File: src/hdl/spfa_pkg.sv
// ----------------------------------------------------------------------------
// spfa_pkg
// shared types, constants, magnitude and saturation helpers for the sph force accumulator
// ----------------------------------------------------------------------------
package spfa_pkg;

  localparam int WORD_BITS = 32;
  localparam int FRAC_BITS = 16;
  localparam int SUM_BITS  = 48;
  localparam int PROD_BITS = 2 * WORD_BITS;
  localparam int ITER_BITS = $clog2(WORD_BITS);

  typedef logic signed [WORD_BITS-1:0] word_t;
  typedef logic        [WORD_BITS-1:0] mag_t;
  typedef logic signed [SUM_BITS-1:0]  sum_t;
  typedef logic signed [SUM_BITS:0]    wide_t;
  typedef logic        [PROD_BITS-1:0] prod_t;

  localparam word_t MAXV = {1'b0, {(WORD_BITS-1){1'b1}}};
  localparam word_t MINV = {1'b1, {(WORD_BITS-1){1'b0}}};
  localparam sum_t  SUM_MAX = {1'b0, {(SUM_BITS-1){1'b1}}};
  localparam sum_t  SUM_MIN = {1'b1, {(SUM_BITS-1){1'b0}}};

  function automatic mag_t mag_of(input word_t v);
    return v[WORD_BITS-1] ? (~v + 1'b1) : v;
  endfunction

  function automatic word_t sat_word(input wide_t v);
    word_t res;
    if (v > wide_t'(MAXV)) begin
      res = MAXV;
    end else if (v < wide_t'(MINV)) begin
      res = MINV;
    end else begin
      res = v[WORD_BITS-1:0];
    end
    return res;
  endfunction

  function automatic sum_t sat_sum(input wide_t v);
    sum_t res;
    if (v > wide_t'(SUM_MAX)) begin
      res = SUM_MAX;
    end else if (v < wide_t'(SUM_MIN)) begin
      res = SUM_MIN;
    end else begin
      res = v[SUM_BITS-1:0];
    end
    return res;
  endfunction

endpackage

File: src/hdl/spfa_mul.sv
// ----------------------------------------------------------------------------
// spfa_mul
// registered magnitude multiplier with q16.16 scaling and saturation
// ----------------------------------------------------------------------------
module spfa_mul (
  input  logic           clk,
  input  logic           rst,
  input  logic           start,
  input  spfa_pkg::word_t a,
  input  spfa_pkg::word_t b,
  output logic           done,
  output spfa_pkg::prod_t prod,
  output spfa_pkg::word_t q
);
  import spfa_pkg::*;

  logic                              neg;
  logic [PROD_BITS-FRAC_BITS-1:0]    m;
  logic                              big;

  always_ff @(posedge clk) begin
    if (rst) begin
      done <= 1'b0;
    end else begin
      done <= start;
    end
  end

  always_ff @(posedge clk) begin
    if (start) begin
      prod <= PROD_BITS'(mag_of(a)) * PROD_BITS'(mag_of(b));
      neg  <= a[WORD_BITS-1] ^ b[WORD_BITS-1];
    end
  end

  always_comb begin
    m   = prod[PROD_BITS-1:FRAC_BITS];
    big = |m[PROD_BITS-FRAC_BITS-1:WORD_BITS-1];
    if (neg) begin
      q = big ? MINV : -word_t'({1'b0, m[WORD_BITS-2:0]});
    end else begin
      q = big ? MAXV : word_t'({1'b0, m[WORD_BITS-2:0]});
    end
  end

endmodule

File: config.mk
export PLATFORM = sky130hd
export DESIGN_NAME = spfa_mul
export DESIGN_NICKNAME = d
export VERILOG_FILES = /design/src/hdl/spfa_pkg.sv /design/src/hdl/spfa_mul.sv
export SDC_FILE = /design/constraint.sdc
export NUM_CORES = 2
export LEC_CHECK = 0
export ABC_CLOCK_PERIOD_IN_PS = 18950
export BUFFER_PORTS_ARGS = -buffer_cell sky130_fd_sc_hd__buf_2
export CORE_MARGIN = 10
export CORE_UTILIZATION = 55
export CTS_BUF_LIST = sky130_fd_sc_hd__clkbuf_16
export CTS_CLUSTER_SIZE = 8
export DETAILED_ROUTE_END_ITERATION = 8
export GPL_ROUTABILITY_DRIVEN = 0
export PLACE_DENSITY = 0.77
export SYNTH_ARGS = -nofsm -noshare
export SYNTH_HDL_FRONTEND = slang
export SYNTH_SLANG_ARGS = --single-unit
File: constraint.sdc
create_clock -name clk -period 18.95 [get_ports clk]
set_clock_uncertainty 0.1 [all_clocks]
set_input_delay 5.685 -clock clk [delete_from_list [all_inputs] [get_ports clk]]
set_output_delay 5.685 -clock clk [all_outputs]
set_load 0.01 [all_outputs]
==> results.json <==
{
  "yosys.area.top_type": "fa_1",
  "n_fill_cell": 5545,
  "cts_tree": "yes",
  "path_common_cell": "fa_1",
  "seq_area_um2": 1970,
  "period_share_pct": 85.4,
  "synth_async_sr_flop_share_pct": 0,
  "drc": 0,
  "crit_fanout": 12,
  "path_depth": 30,
  "netlist_top_cells_count": "fa_1 (896), inv_1 (880), nor2_1 (611)",
  "synth-warning-count": 0,
  "synth-seq-cells": 66,
  "status": "finished clean",
  "slew-limit-headroom_pct": 10.0,
  "ys_types": 70,
  "chipHeight_um": 278,
  "rsz0062_at_grt": "false",
  "hold_path_class": "input port to flop",
  "root_buffer": "clkbuf_16",
  "final_cells": 5088,
  "vias": 29500,
  "io_buffers": 163,
  "fmax_ghz": 0.0618,
  "wl_um": 112000,
  "fin_tns_setup_ns": 0,
  "cap_violations": 0,
  "dieArea_um2": 77000,
  "routed_via_density": 5.80,
  "synth_area_um2": 36500,
  "initial_utilization_pct": 55.5,
  "nNetsFinal": 5444,
  "syn_nets": 5360,
  "dr.pass1.iters": 9,
  "dp.cells": 5068,
  "min_period_ns": 16.19,
  "critPathTopFamily": "adder cells",
  "synth-main-ff-cell": "edfxtp_1",
  "path_clk_slew_ns": 0.07,
  "die_w_um": 278,
  "synthTopCellsByArea": "fa_1 (49%), ha_1 (9.1%), inv_1 (9.1%)",
  "cts_resized": 0,
  "cp.arrival_ns": 16.19,
  "rows": 94,
  "pin_count": 164,
  "synth_enable_flop_cells": 65,
  "drive_above_1_share_pct": 8.48,
  "worstSetupEndpointType": "flop",
  "track_usage_pct": 29.7,
  "path_buf_inv": 3,
  "ctsHoldBuffers": 0,
  "synth_top_cell_area_share_pct": 49.2,
  "grt_pass1_vias": 31200,
  "hold_viol": 0,
  "crit_type": "input port to flop",
  "synth.most_common_cell": "fa_1",
  "antenna_found_initial": 3,
  "drtAntennaViolNets": 0,
  "grt_first_pass_wirelength_um": 178000,
  "start_kind": "input port",
  "grt_overflow_total": 0,
  "cts_max_level": 3,
  "core_um2": 65700,
  "routedWlPerCell_um": 22.1,
  "drtIter0Drc": 2567,
  "grt_max_degree": 67,
  "postCtsSetupBuffers": 0,
  "critPathMaxStageDelay_ns": 0.99,
  "synth_seq_area_share_pct": 5.41,
  "cts_buffers": 9,
  "setup_viol": 0,
  "slowest_stage": "xor2_1",
  "netlist_instances": 4131,
  "syn_area_per_cell_um2": 8.83,
  "dpl.hpwl_um": 92500,
  "clock_sinks": 66,
  "cts.path.max_buffers": 2,
  "cp.required_ns": 18.95,
  "syn_to_final_growth_pct": 7.19,
  "tightest_slew_ns": 1.35,
  "multi_input_area_um2": 30900,
  "min_path_cells": 2,
  "slew_viol_final": 0
}
[metrics by stage]
step           cell area [um2]  utilization, %  setup slack [ns]  hold WS (ns)
3_5_place_dp             38800            59.0              2.52          5.75
5_1_grt                  39100            59.5              2.26          5.37
6_report                 39100            59.5              2.76          5.38
2_1_floorplan            36500               -              3.88          5.66
3_3_place_gp             38800            59.0              2.76          5.74
4_1_cts                  39100            59.4              2.89          5.36
[cells by family after synthesis]
kind of cell | after synthesis | share of synthesized area [%]
adder cells (fa/ha/maj) | 1162 | 58.3
AND/OR/NAND/NOR | 1344 | 15.1
buffers and inverters | 1072 | 11.1
flip-flops | 66 | 5.41
multiplexers | 1 | 0.0274
XOR/XNOR | 189 | 4.67
AO/OA/AOI/OAI | 297 | 5.31
[layout by cell type, fill, tap and decap left out, drive strengths merged, types with 12 or more instances in the layout]
master / n
fa: 896
inv: 883
nor2: 611
nand2: 562
ha: 266
buf: 265
xor2: 99
xnor2: 90
a21oi: 81
edfxtp: 65
o21ai: 65
a21o: 32
or3: 24
o31ai: 23
nand3: 19
nand4: 18
nor3: 16
and2: 14
nand2b: 14
nor4: 13
o22ai: 12
[area by class of cell]
| cell class | instances | share of cell area (%) |
|---|---|---|
| clock inverters | 7 | 0.157 |
| multi-input cells | 2993 | 78.9 |
| clock buffers | 9 | 0.576 |
| repair buffers | 265 | 4.05 |
| flip-flops and latches | 66 | 5.04 |
| well taps | 864 | 2.77 |
| diodes | 4 | 0.0256 |
| inverters | 880 | 8.45 |
[registers in the layout (all words and copies together), names as in the netlist]
| name | cells |
|---|---|
| prod | 64 |
| done | 1 |
| neg | 1 |
[worst paths after layout]
path	startpoint	end	slack (ns)
setup / recovery	a[4]	prod[60]	2.76
hold / removal	rst	done	5.38
[metal layers]
layer | track usage (%) | share of wire (%) | vias up
li1 | - | - | 12500
met1 | 34.7 | 34 | 14900
met2 | 48.3 | 47 | 1765
met3 | 8.72 | 12 | 438
met4 | 16.9 | 7.3 | 4
met5 | 0 | 0.085 | -
Power is left out: the tool's default activity adds up to more than one toggle a clock period on the data nets, which glitch-free logic cannot reach.
