`src/hdl/spfa_pkg.sv`:
```
// ----------------------------------------------------------------------------
// spfa_pkg
// shared types, constants, magnitude and saturation helpers for the sph force accumulator
// ----------------------------------------------------------------------------
package spfa_pkg;

  localparam int WORD_BITS = 32;
  localparam int FRAC_BITS = 16;
  localparam int SUM_BITS  = 48;
  localparam int PROD_BITS = 2 * WORD_BITS;
  localparam int ITER_BITS = $clog2(WORD_BITS);

  typedef logic signed [WORD_BITS-1:0] word_t;
  typedef logic        [WORD_BITS-1:0] mag_t;
  typedef logic signed [SUM_BITS-1:0]  sum_t;
  typedef logic signed [SUM_BITS:0]    wide_t;
  typedef logic        [PROD_BITS-1:0] prod_t;

  localparam word_t MAXV = {1'b0, {(WORD_BITS-1){1'b1}}};
  localparam word_t MINV = {1'b1, {(WORD_BITS-1){1'b0}}};
  localparam sum_t  SUM_MAX = {1'b0, {(SUM_BITS-1){1'b1}}};
  localparam sum_t  SUM_MIN = {1'b1, {(SUM_BITS-1){1'b0}}};

  function automatic mag_t mag_of(input word_t v);
    return v[WORD_BITS-1] ? (~v + 1'b1) : v;
  endfunction

  function automatic word_t sat_word(input wide_t v);
    word_t res;
    if (v > wide_t'(MAXV)) begin
      res = MAXV;
    end else if (v < wide_t'(MINV)) begin
      res = MINV;
    end else begin
      res = v[WORD_BITS-1:0];
    end
    return res;
  endfunction

  function automatic sum_t sat_sum(input wide_t v);
    sum_t res;
    if (v > wide_t'(SUM_MAX)) begin
      res = SUM_MAX;
    end else if (v < wide_t'(SUM_MIN)) begin
      res = SUM_MIN;
    end else begin
      res = v[SUM_BITS-1:0];
    end
    return res;
  endfunction

endpackage

```
`src/hdl/spfa_sqrt.sv`:
```
// ----------------------------------------------------------------------------
// spfa_sqrt
// iterative integer square root, one result bit per cycle, saturated output
// ----------------------------------------------------------------------------
module spfa_sqrt (
  input  logic           clk,
  input  logic           rst,
  input  logic           start,
  input  spfa_pkg::prod_t rad,
  output logic           done,
  output spfa_pkg::word_t root
);
  import spfa_pkg::*;

  localparam int REM_BITS = WORD_BITS + 3;

  logic                 busy;
  logic [ITER_BITS-1:0] count;
  logic [REM_BITS-1:0]  rem;
  prod_t                rsh;
  mag_t                 res;
  logic [REM_BITS-1:0]  cur;
  logic [REM_BITS-1:0]  trial;
  logic                 ge;
  mag_t                 res_next;

  always_comb begin
    cur      = {rem[REM_BITS-3:0], rsh[PROD_BITS-1:PROD_BITS-2]};
    trial    = {1'b0, res, 2'b01};
    ge       = cur >= trial;
    res_next = {res[WORD_BITS-2:0], ge};
  end

  always_ff @(posedge clk) begin
    if (rst) begin
      busy  <= 1'b0;
      done  <= 1'b0;
      count <= '0;
    end else begin
      done <= 1'b0;
      if (start) begin
        busy  <= 1'b1;
        count <= '0;
      end else if (busy) begin
        count <= count + 1'b1;
        if (count == ITER_BITS'(WORD_BITS - 1)) begin
          busy <= 1'b0;
          done <= 1'b1;
        end
      end
    end
  end

  always_ff @(posedge clk) begin
    if (start) begin
      rem <= '0;
      res <= '0;
      rsh <= rad;
    end else if (busy) begin
      rem <= ge ? cur - trial : cur;
      res <= res_next;
      rsh <= rsh << 2;
      if (count == ITER_BITS'(WORD_BITS - 1)) begin
        root <= res_next[WORD_BITS-1] ? MAXV : word_t'(res_next);
      end
    end
  end

endmodule

```
`config.mk`:
```
export PLATFORM = sky130hd
export DESIGN_NAME = spfa_sqrt
export DESIGN_NICKNAME = d
export VERILOG_FILES = /design/src/hdl/spfa_pkg.sv /design/src/hdl/spfa_sqrt.sv
export SDC_FILE = /design/constraint.sdc
export NUM_CORES = 1
export LEC_CHECK = 0
export ABC_AREA = 1
export BUFFER_PORTS_ARGS = -buffer_cell sky130_fd_sc_hd__buf_2
export CAP_MARGIN = 25
export CORE_UTILIZATION = 55
export CTS_BUF_LIST = sky130_fd_sc_hd__clkbuf_8
export CTS_CLUSTER_SIZE = 30
export DETAILED_ROUTE_END_ITERATION = 10
export PLACE_DENSITY = 0.77
export SKIP_LAST_GASP = 1
export SYNTH_ARGS = -nofsm -noshare
export SYNTH_HDL_FRONTEND = slang
export SYNTH_SLANG_ARGS = --single-unit
export TNS_END_PERCENT = 20
```
`constraint.sdc`:
```
create_clock -name clk -period 3.4 [get_ports clk]
set_clock_uncertainty 0.15 [all_clocks]
set_input_delay 0.51 -clock clk [delete_from_list [all_inputs] [get_ports clk]]
set_output_delay 0.51 -clock clk [all_outputs]
set_load 0.01 [all_outputs]
```
==> metrics.md <==
| Metric | Value |
|---|---|
| Power share of the clock group | 0.140 |
| Synth area leaders | edfxtp_1 (32%), nand2_1 (22%), dfxtp_1 (16%) |
| Routed Antenna Nets | 0 |
| CP Max Fanout | 40 |
| Dominant synthesized flop cell | edfxtp_1 |
| Post-layout power | 10740 uW |
| Async SR Flop Fraction | 0 |
| # resized after CTS | 0 |
| Hold Slack | 0.08371 ns |
| FILL cells | 1427 |
| Post-synthesis xor/xnor area fraction | 0.01459 |
| Synth cell types | 33 |
| Slew HR | 0.3405 |
| Clock Pin Slew Worst Setup and Hold Paths | 0.10 ns |
| Critical path arrival | 2.90 ns |
| Synth top cells by count | nand2_1 (535), inv_1 (162), edfxtp_1 (95), nand3_1 (79), dfxtp_1 (72) |
| Share of layout cells above drive strength 1 | 0.1160 |
| Slew @ Worst Pin | 0.9878 ns |
| Max cap viols | 0 |
| P_int | 5274 uW |
| Sink Count | 167 |
| Die height | 130.0 um |
| Crit path top cell by count | nand2_1 |
| Sequential share of power | 0.237 |
| Final Hold Fails | 0 |
| # IOs | 100 |
| Vias in the first global route | 7259 |
| Area leader, netlist | edfxtp_1 |
| Hold_buf cts | 0 |
| Final routed DRC violation total | 2 |
| Unrepaired setup endpoints after global routing | no |
| Endpoint type of the worst setup path | register |
| Remaining Overflow, GRT | 0 |
| CTS H-tree lvls | 4 |
| PortBufs | between 90 and 100 |
| Root Buffer | clkbuf_8 |
| EDFF count, synth | 95 |
| Starting density of the core | 0.5650 |
| WS Path Type | register to register |
| Combinational share of power | 0.623 |
| Synth top area share | 0.3167 |
| FF+latch area | between 0.004 and 0.005 mm2 |
| Hold Crit Class | primary input to register |
| Ys Warns | 0 |
| Post-Synth Simple-Gate Area | 0.3164 |
| Largest family of logic cells by synthesized area | simple AND/OR/NAND/NOR gates |
| Tmin final | ~2.6 ns |
| Adder-cell area share of the yosys netlist | 0.05001 |
| # setup viols final | 0 |
| DP HPWL | 15430 um |
| Row Count | 46 |
| RePlAce Congestion | about 1.0 |
| TNS Setup | 0 ns |
| Die Wd | 130.0 um |
| Core area | 0.01594 mm2 |
| Switch Pwr | between 5000 and 6000 uW |
| Leakage Power | 0.005268 uW |
| Die area | 0.01689 mm2 |
| Final wirelength | 21330 um |
| Failing checks | DRC |
| Required time worst endpoint | 3.67 ns |
| Cts bufs inserted | 17 |
| Run status | finished, violations left |
| Clock buffer depth | 2 |
| Multi-input gate area | around 0.0039 mm2 |
| Maximum clock frequency | roughly 380 MHz |
| Setup bufs post-CTS | 0 |
| Count leader, synth | nand2_1 |
| Max-slew violations | 0 |
| Insertion delay to the later sink of the worst-skew pair | roughly 0.48 ns |
| Drt pass-1 iters | 9 |
| Startpoint types | register |
| Avg Cell Area, Syn | 7.407 um2 |
| DRT iter0 DRCs | approximately 530 |
| CTS tree | done |
| Global-route wire length before repair | 34990 um |
| DR vias | about 7800 |
| Critical-path top delay cell | ha_1 |
| Cells after Synth | 1216 |
| Final net count | 1409 |
| Critical path's largest stage delay | roughly 0.37 ns |
| Compound-cell area share of the yosys netlist | 0.05417 |
| R2R Setup Slk | roughly 0.77 ns |
| Sw frac | 0.5091 |
| Wire per inst | around 14 um |
| Yosys reg bits | 167 |
| Layout area overhead | 12.34% |
| Peak supply drop | around 1.1 mV |
| Cell chain of the critical path | inv_1 -> ha_1 -> nand2_1 -> inv_1 -> nand2_1 -> nor2_1 -> nand4_1 -> nand3_1 -> nand2_2 -> nand2_4 -> nand2_4 -> nand2_1 -> nand2_1 -> nand2_1 |
| Ant. Diodes | 0 |
| Syn_nets | 1319 |
| Pwr Density | 1062 mW/mm2 |
| Mux cell area share after synthesis | 0 |
| Total track usage | 0.2710 |
| Via density | 5.087 |
| Synthesized area | between 0.009 and 0.01 mm2 |
| Tcrit/Tclk final | 0.7743 |
| Register area share after synthesis | 0.4767 |
| Antenna violations before repair | 0 |
| Largest net degree at the start of global routing | 64 |
power groups by stage:
stage	registers [uW]	logic, uW	clock network (uW)
floorplan	2550	5150	0
detailed placement	2590	6580	0
CTS	2540	6630	1530
finish	2550	6690	1510
global placement	2580	6550	0
global route	2570	7590	1600
worst paths after layout:
path                               from  cells past startpoint       to
worst min register to register  rem[18]                      2  rem[18]
worst min-delay path                rst                      2     busy
worst max-delay path            res[16]                     14  rem[27]
worst max register to register  res[16]                     14  rem[27]
state kept, by name, indices dropped and copies added (netlist names):
signal  count
busy        1
done        1
count       5
rsh        64
rem        33
root       31
res        32
cell usage in the layout (no fill, tap or decap), drive strengths merged, types with 13 or more instances in the layout:
cell type,synthesis,routed
clkbuf,26,17
o21ai,20,20
buf,11,108
xnor2,13,13
inv,165,170
nand2,538,538
o22ai,31,31
a21oi,26,26
dfxtp,72,72
ha,36,36
edfxtp,95,95
nor2,66,66
nand3,79,79
layout make-up:
class	count	share of cell area
multi-input combinational	846	0.3885
clock inverter	15	0.01842
clock buffer	17	0.02312
sequential	167	0.4244
tap	216	0.02671
timing repair buffer	108	0.05713
inverter	166	0.06170
layer usage:
layer  vias up  global-route usage  part of all wire
met4         0              0.1224             0.028
li1       4014                   -                 -
met3        42             0.06355             0.058
met1      3504              0.3423              0.45
met2       249              0.4426              0.46
met5         -                   0                 0
per-stage QoR:
step                      instances  worst slack [ns]  area, um2    util
after floorplan                1216            0.1222       9007       -
after global placement         1503            0.7895       9698  0.6083
after detailed placement       1503            0.8262       9698  0.6083
after CTS                      1535            0.7865      10120  0.6347
after global routing           1535            0.5079      10120  0.6347
final                          1535            0.7672      10120  0.6347
kinds of logic (layout without fill, tap and decap cells):
logic type,count (synthesis),count (layout)
and+or+nand+nor,709,709
buffers and inverters,203,306
DFF,167,167
AOI/OAI and AO/OA,85,85
adders and majority gates,36,36
xor gates and xnor gates,15,15
other,1,1
critical path: cells and delay by family (launching register included):
kind          cells  cell delay (ns)
simple gates     11             1.57
fa+ha+maj         1             0.37
flops             1             0.32
buf+inv           2             0.16
No activity file was read; power rests on OpenSTA's default activity.
