**config.mk**
```make
export PLATFORM = sky130hd
export DESIGN_NAME = spfa_div
export DESIGN_NICKNAME = d
export VERILOG_FILES = /design/src/hdl/spfa_pkg.sv /design/src/hdl/spfa_div.sv
export SDC_FILE = /design/constraint.sdc
export NUM_CORES = 1
export LEC_CHECK = 0
export BUFFER_PORTS_ARGS = -buffer_cell sky130_fd_sc_hd__buf_2
export CAP_MARGIN = 10
export CORE_MARGIN = 2
export CORE_UTILIZATION = 40
export DETAILED_ROUTE_END_ITERATION = 10
export SYNTH_ARGS = -nofsm -noshare
export SYNTH_HDL_FRONTEND = slang
export SYNTH_SLANG_ARGS = --single-unit
```
**constraint.sdc**
```tcl
create_clock -name clk -period 5.11 [get_ports clk]
set_clock_uncertainty 0.2 [all_clocks]
set_input_delay 1.022 -clock clk [delete_from_list [all_inputs] [get_ports clk]]
set_output_delay 1.022 -clock clk [all_outputs]
set_load 0.02 [all_outputs]
```
**src/hdl/spfa_pkg.sv**
```systemverilog
// ----------------------------------------------------------------------------
// spfa_pkg
// shared types, constants, magnitude and saturation helpers for the sph force accumulator
// ----------------------------------------------------------------------------
package spfa_pkg;

  localparam int WORD_BITS = 32;
  localparam int FRAC_BITS = 16;
  localparam int SUM_BITS  = 48;
  localparam int PROD_BITS = 2 * WORD_BITS;
  localparam int ITER_BITS = $clog2(WORD_BITS);

  typedef logic signed [WORD_BITS-1:0] word_t;
  typedef logic        [WORD_BITS-1:0] mag_t;
  typedef logic signed [SUM_BITS-1:0]  sum_t;
  typedef logic signed [SUM_BITS:0]    wide_t;
  typedef logic        [PROD_BITS-1:0] prod_t;

  localparam word_t MAXV = {1'b0, {(WORD_BITS-1){1'b1}}};
  localparam word_t MINV = {1'b1, {(WORD_BITS-1){1'b0}}};
  localparam sum_t  SUM_MAX = {1'b0, {(SUM_BITS-1){1'b1}}};
  localparam sum_t  SUM_MIN = {1'b1, {(SUM_BITS-1){1'b0}}};

  function automatic mag_t mag_of(input word_t v);
    return v[WORD_BITS-1] ? (~v + 1'b1) : v;
  endfunction

  function automatic word_t sat_word(input wide_t v);
    word_t res;
    if (v > wide_t'(MAXV)) begin
      res = MAXV;
    end else if (v < wide_t'(MINV)) begin
      res = MINV;
    end else begin
      res = v[WORD_BITS-1:0];
    end
    return res;
  endfunction

  function automatic sum_t sat_sum(input wide_t v);
    sum_t res;
    if (v > wide_t'(SUM_MAX)) begin
      res = SUM_MAX;
    end else if (v < wide_t'(SUM_MIN)) begin
      res = SUM_MIN;
    end else begin
      res = v[SUM_BITS-1:0];
    end
    return res;
  endfunction

endpackage

```
**src/hdl/spfa_div.sv**
```systemverilog
// ----------------------------------------------------------------------------
// spfa_div
// iterative restoring q16.16 divider, one quotient bit per cycle, saturating when the quotient cannot fit
// ----------------------------------------------------------------------------
module spfa_div (
  input  logic           clk,
  input  logic           rst,
  input  logic           start,
  input  spfa_pkg::word_t a,
  input  spfa_pkg::word_t b,
  output logic           done,
  output spfa_pkg::word_t q
);
  import spfa_pkg::*;

  localparam int NUM_BITS = WORD_BITS + FRAC_BITS;

  logic                 busy;
  logic [ITER_BITS-1:0] count;
  mag_t                 rem;
  mag_t                 shreg;
  mag_t                 quo;
  mag_t                 den;
  logic                 neg;
  mag_t                 ua;
  mag_t                 ub;
  logic [WORD_BITS:0]   trial;
  logic                 ge;
  mag_t                 quo_next;
  mag_t                 rem_next;

  always_comb begin
    ua       = mag_of(a);
    ub       = mag_of(b);
    trial    = {rem, shreg[WORD_BITS-1]};
    ge       = trial >= {1'b0, den};
    rem_next = ge ? WORD_BITS'(trial - {1'b0, den}) : trial[WORD_BITS-1:0];
    quo_next = {quo[WORD_BITS-2:0], ge};
  end

  always_ff @(posedge clk) begin
    if (rst) begin
      busy  <= 1'b0;
      done  <= 1'b0;
      count <= '0;
    end else begin
      done <= 1'b0;
      if (start) begin
        // zero numerator, or quotient that cannot fit, finishes at once
        if (ua == '0 || NUM_BITS'(ua) >= (NUM_BITS'(ub) << (WORD_BITS - 1 - FRAC_BITS))) begin
          done <= 1'b1;
        end else begin
          busy  <= 1'b1;
          count <= '0;
        end
      end else if (busy) begin
        count <= count + 1'b1;
        if (count == ITER_BITS'(WORD_BITS - 1)) begin
          busy <= 1'b0;
          done <= 1'b1;
        end
      end
    end
  end

  always_ff @(posedge clk) begin
    if (start) begin
      neg   <= a[WORD_BITS-1] ^ b[WORD_BITS-1];
      den   <= ub;
      rem   <= WORD_BITS'(ua[WORD_BITS-1:FRAC_BITS]);
      shreg <= {ua[FRAC_BITS-1:0], {FRAC_BITS{1'b0}}};
      quo   <= '0;
      if (ua == '0) begin
        q <= '0;
      end else if (a[WORD_BITS-1] ^ b[WORD_BITS-1]) begin
        q <= MINV;
      end else begin
        q <= MAXV;
      end
    end else if (busy) begin
      rem   <= rem_next;
      shreg <= shreg << 1;
      quo   <= quo_next;
      if (count == ITER_BITS'(WORD_BITS - 1)) begin
        q <= neg ? -word_t'(quo_next) : word_t'(quo_next);
      end
    end
  end

endmodule

```
==> results.sh <==
export IMPL_nFillCells=2577
export IMPL_worstMarginPinSlew_ns=0.925
export IMPL_worstSetupEndpointType="flop"
export IMPL_cts_resized=0
export IMPL_ys_ff_latch=151
export IMPL_ir_drop_mv=0.205
export IMPL_area_growth_syn_to_layout_pct=12.8
export IMPL_io_pins=100
export IMPL_cp_start_kind="input port"
export IMPL_avgSynthCellArea_sq_um=8.99
export IMPL_slowest_stage="or4b_1"
export IMPL_ctsHoldBuffers=0
export IMPL_synthTopCellsByArea="edfxtp_1 (27%), dfxtp_1 (9.9%), ha_1 (6.2%), xor2_1 (4.8%), xnor2_1 (4.4%)"
export IMPL_multi_input_area_sq_um=6270
export IMPL_synth_top_cell_by_area="edfxtp_1"
export IMPL_dr_pass1_iters=5
export IMPL_clkTransAtPathRegs_ns=0.06
export IMPL_post_route_period_util_pct=90.8
export IMPL_relSlewSlack_pct=38.4
export IMPL_synth_fp_nets=1330
export IMPL_cts_made_buffers=17
export IMPL_post_dp_cell_area_sq_um=11700
export IMPL_arrival_ns=4.74
export IMPL_crit_required_ns=5.21
export IMPL_synthArstFlopShare_pct=0
export IMPL_fin_setup_tns_ns=0
export IMPL_seq_power_share_pct=38.0
export IMPL_synth_edf_count=97
export IMPL_globalplace_congestion=0.900
export IMPL_synth_top_cell_area_share_pct=26.8
export IMPL_cts_setup_buffers=0
export IMPL_final_area_sq_um=12300
export IMPL_drc=0
export IMPL_nets=1407
export IMPL_swShare_pct=34.1
export IMPL_finalWirelength_um=26900
export IMPL_worstSetupPathType="input port to flop"
export IMPL_antenna_left=0
export IMPL_drive_gt1_share_pct=16.3
export IMPL_start_util_pct=40.5
export IMPL_p_int_mw=2.60
export IMPL_stdcell_count=1640
export IMPL_hpwlAfterDp_um=20000
export IMPL_avgRoutedWirePerCell_um=16.4
export IMPL_clock_fmax_ghz=0.215
export IMPL_dieArea_sq_um=28500
export IMPL_synth_cells=1208
export IMPL_ys_seq_area_share_pct=36.8
export IMPL_antenna_found_initial=1
export IMPL_p_comb_share_pct=31.7
export IMPL_drv_slew=0
export IMPL_yosys_most_used_dff="edfxtp_1"
export IMPL_cap_violations=0
export IMPL_h_tree_depth=4
export IMPL_cts_sinks=151
export IMPL_finalPower_mw=3.95
export IMPL_fin_ws_ns=0.469
export IMPL_placed_cells=1607
export IMPL_die_y_um=169
export IMPL_grt_overflow=0
export IMPL_regArea_sq_um=4000
export IMPL_cts_tree="yes"
export IMPL_cpPeakStageDelay_ns=0.49
export IMPL_dp_slack_ns=0.0235
export IMPL_rsz0062_at_grt="no"
export IMPL_portBuffers=99
export IMPL_fin_crit_ns=4.64
export IMPL_viasPerCell=5.57
export IMPL_p_sw_mw=1.34
export IMPL_grt_pass1_wl_um=43800
export IMPL_grt_max_degree=70
export IMPL_cellPowerDensity_nw_per_um2=322
export IMPL_crit_path_frequent_cell="o21ai_0"
export IMPL_status="finished clean"
export IMPL_yosysUniqueCellTypes=80
export IMPL_cts_buffer_depth=2
export IMPL_final_setup_viol_count=0
export IMPL_coreArea_sq_um=26800
export IMPL_grt_pass1_vias=8523
export IMPL_ys_warnings_count=0
export IMPL_die_w_um=169
export IMPL_p_leak_nw=5.00
export IMPL_hold_path_class="flop to flop"
export IMPL_hold_viol=0
export IMPL_clk_latency_ns=0.42
export IMPL_syn_area_sq_um=10900
export IMPL_clkPwrFrac_pct=30.3
export IMPL_grt_use_total_pct=19.1
export IMPL_row_count=60
export IMPL_cts_root_buf="clkbuf_16"
export IMPL_crit_fanout=7
export IMPL_drt_initial_drc_count=683
export IMPL_vias=9127
export IMPL_cp_cell_sequence="buf_2 -> inv_1 -> ha_1 -> or4b_1 -> nor4_1 -> buf_4 -> nand2_1 -> o21ai_0 -> xnor2_1 -> ha_1 -> a21oi_1 -> nor2_1 -> a2111oi_0 -> o31ai_1 -> a21oi_1 -> o21ai_0 -> a31oi_2 -> buf_4 -> o21ai_0"
## state kept, by name, indices dropped and copies added, names as in the netlist, 5 cells and up
name,count
rem,32
count,5
den,32
shreg,16
q,32
quo,31
## final cells by class
class | count | area share (%)
tap | 341 | 3.48
inverter | 73 | 2.23
clock buffer | 19 | 3.53
timing repair buffer | 129 | 6.03
clock inverter | 13 | 0.990
multi-input combinational | 913 | 51.1
sequential | 151 | 32.6
antenna | 1 | 0.0204
## cell usage after synthesis, drive strengths merged, types with 4 or more instances
| library cell | n |
|---|---|
| o21ai | 93 |
| mux2 | 5 |
| a21boi | 4 |
| a31oi | 13 |
| clkbuf | 56 |
| xnor2 | 54 |
| a21oi | 68 |
| o211a | 4 |
| and3 | 12 |
| nand3 | 17 |
| nand2 | 91 |
| nand3b | 5 |
| o21a | 11 |
| nor4 | 17 |
| or2 | 8 |
| a21o | 17 |
| o211ai | 8 |
| edfxtp | 97 |
| o31ai | 27 |
| inv | 71 |
| or4 | 10 |
| xor2 | 60 |
| mux2i | 37 |
| nor2 | 121 |
| nand2b | 16 |
| ha | 54 |
| dfxtp | 54 |
| a32oi | 4 |
| a211oi | 19 |
| nor4b | 4 |
| nand4 | 17 |
| o41ai | 15 |
| nor3 | 24 |
| nand4b | 4 |
| or3 | 15 |
| nor2b | 6 |
| and4 | 4 |
| buf | 15 |
## metal layers
metal	GRT usage [%]	vias to the layer above	part of all wire (%)
li1	-	4587	-
met1	27.6	4300	50
met2	29.8	215	44
met3	3.13	25	4.4
met4	4.91	0	1.2
met5	0	-	0
## worst paths after layout
check | cells after the start | from | slack (ns) | endpoint
worst max register to register | 17 | den[21] | 0.47 | q[30]
worst min register to register | 2 | count[3] | 0.29 | count[3]
worst min-delay path | 2 | count[3] | 0.29 | count[3]
worst max-delay path | 19 | a[0] | 0.47 | count[4]
## worst max-delay path, delay by kind of cell
| kind | cells | cell delay, ns |
|---|---|---|
| buf+inv | 4 | 0.58 |
| fa+ha+maj | 2 | 0.46 |
| xor+xnor | 1 | 0.19 |
| simple gates | 4 | 0.91 |
| compound gates | 8 | 1.58 |
## cell families (layout without fill, tap and decap cells)
family,after synthesis,count (layout),share of synthesized area [%]
adders and majority gates,55,55,6.40
DFF,151,151,36.8
buffers and inverters,144,234,5.55
and+or+nand+nor,379,379,17.3
AOI/OAI and AO/OA,323,323,20.9
other,0,1,0
muxes,42,42,3.93
xor gates and xnor gates,114,114,9.19
## power groups by stage
stage	logic [mW]	clock network, mW	registers, mW
3_5_place_dp	1.24	0	1.53
2_1_floorplan	0.904	0	1.54
5_1_grt	1.40	1.28	1.51
3_3_place_gp	1.23	0	1.52
6_report	1.25	1.20	1.50
4_1_cts	1.25	1.23	1.50
## per-stage QoR
step / hold slack (ns) / util, %
after floorplan: 0.260 / -
after global placement: 0.277 / 43.7
after detailed placement: 0.279 / 43.7
after CTS: 0.289 / 45.7
after global routing: 0.300 / 45.7
final: 0.286 / 45.7
## placed cells by master, fill, tap and decap left out, types with 27 or more instances in the layout
| cell | netlist | final |
|---|---|---|
| xor2_1 | 60 | 60 |
| mux2i_1 | 37 | 37 |
| inv_1 | 70 | 70 |
| ha_1 | 54 | 54 |
| buf_2 | 5 | 98 |
| o21ai_0 | 61 | 61 |
| a21oi_1 | 68 | 68 |
| xnor2_1 | 54 | 54 |
| edfxtp_1 | 97 | 97 |
| o21ai_2 | 30 | 30 |
| nand2_1 | 91 | 91 |
| nor2_1 | 120 | 120 |
| dfxtp_1 | 54 | 53 |
| o31ai_1 | 27 | 27 |
| buf_4 | 0 | 29 |
Note: power is estimated with default switching activity, not from simulation.
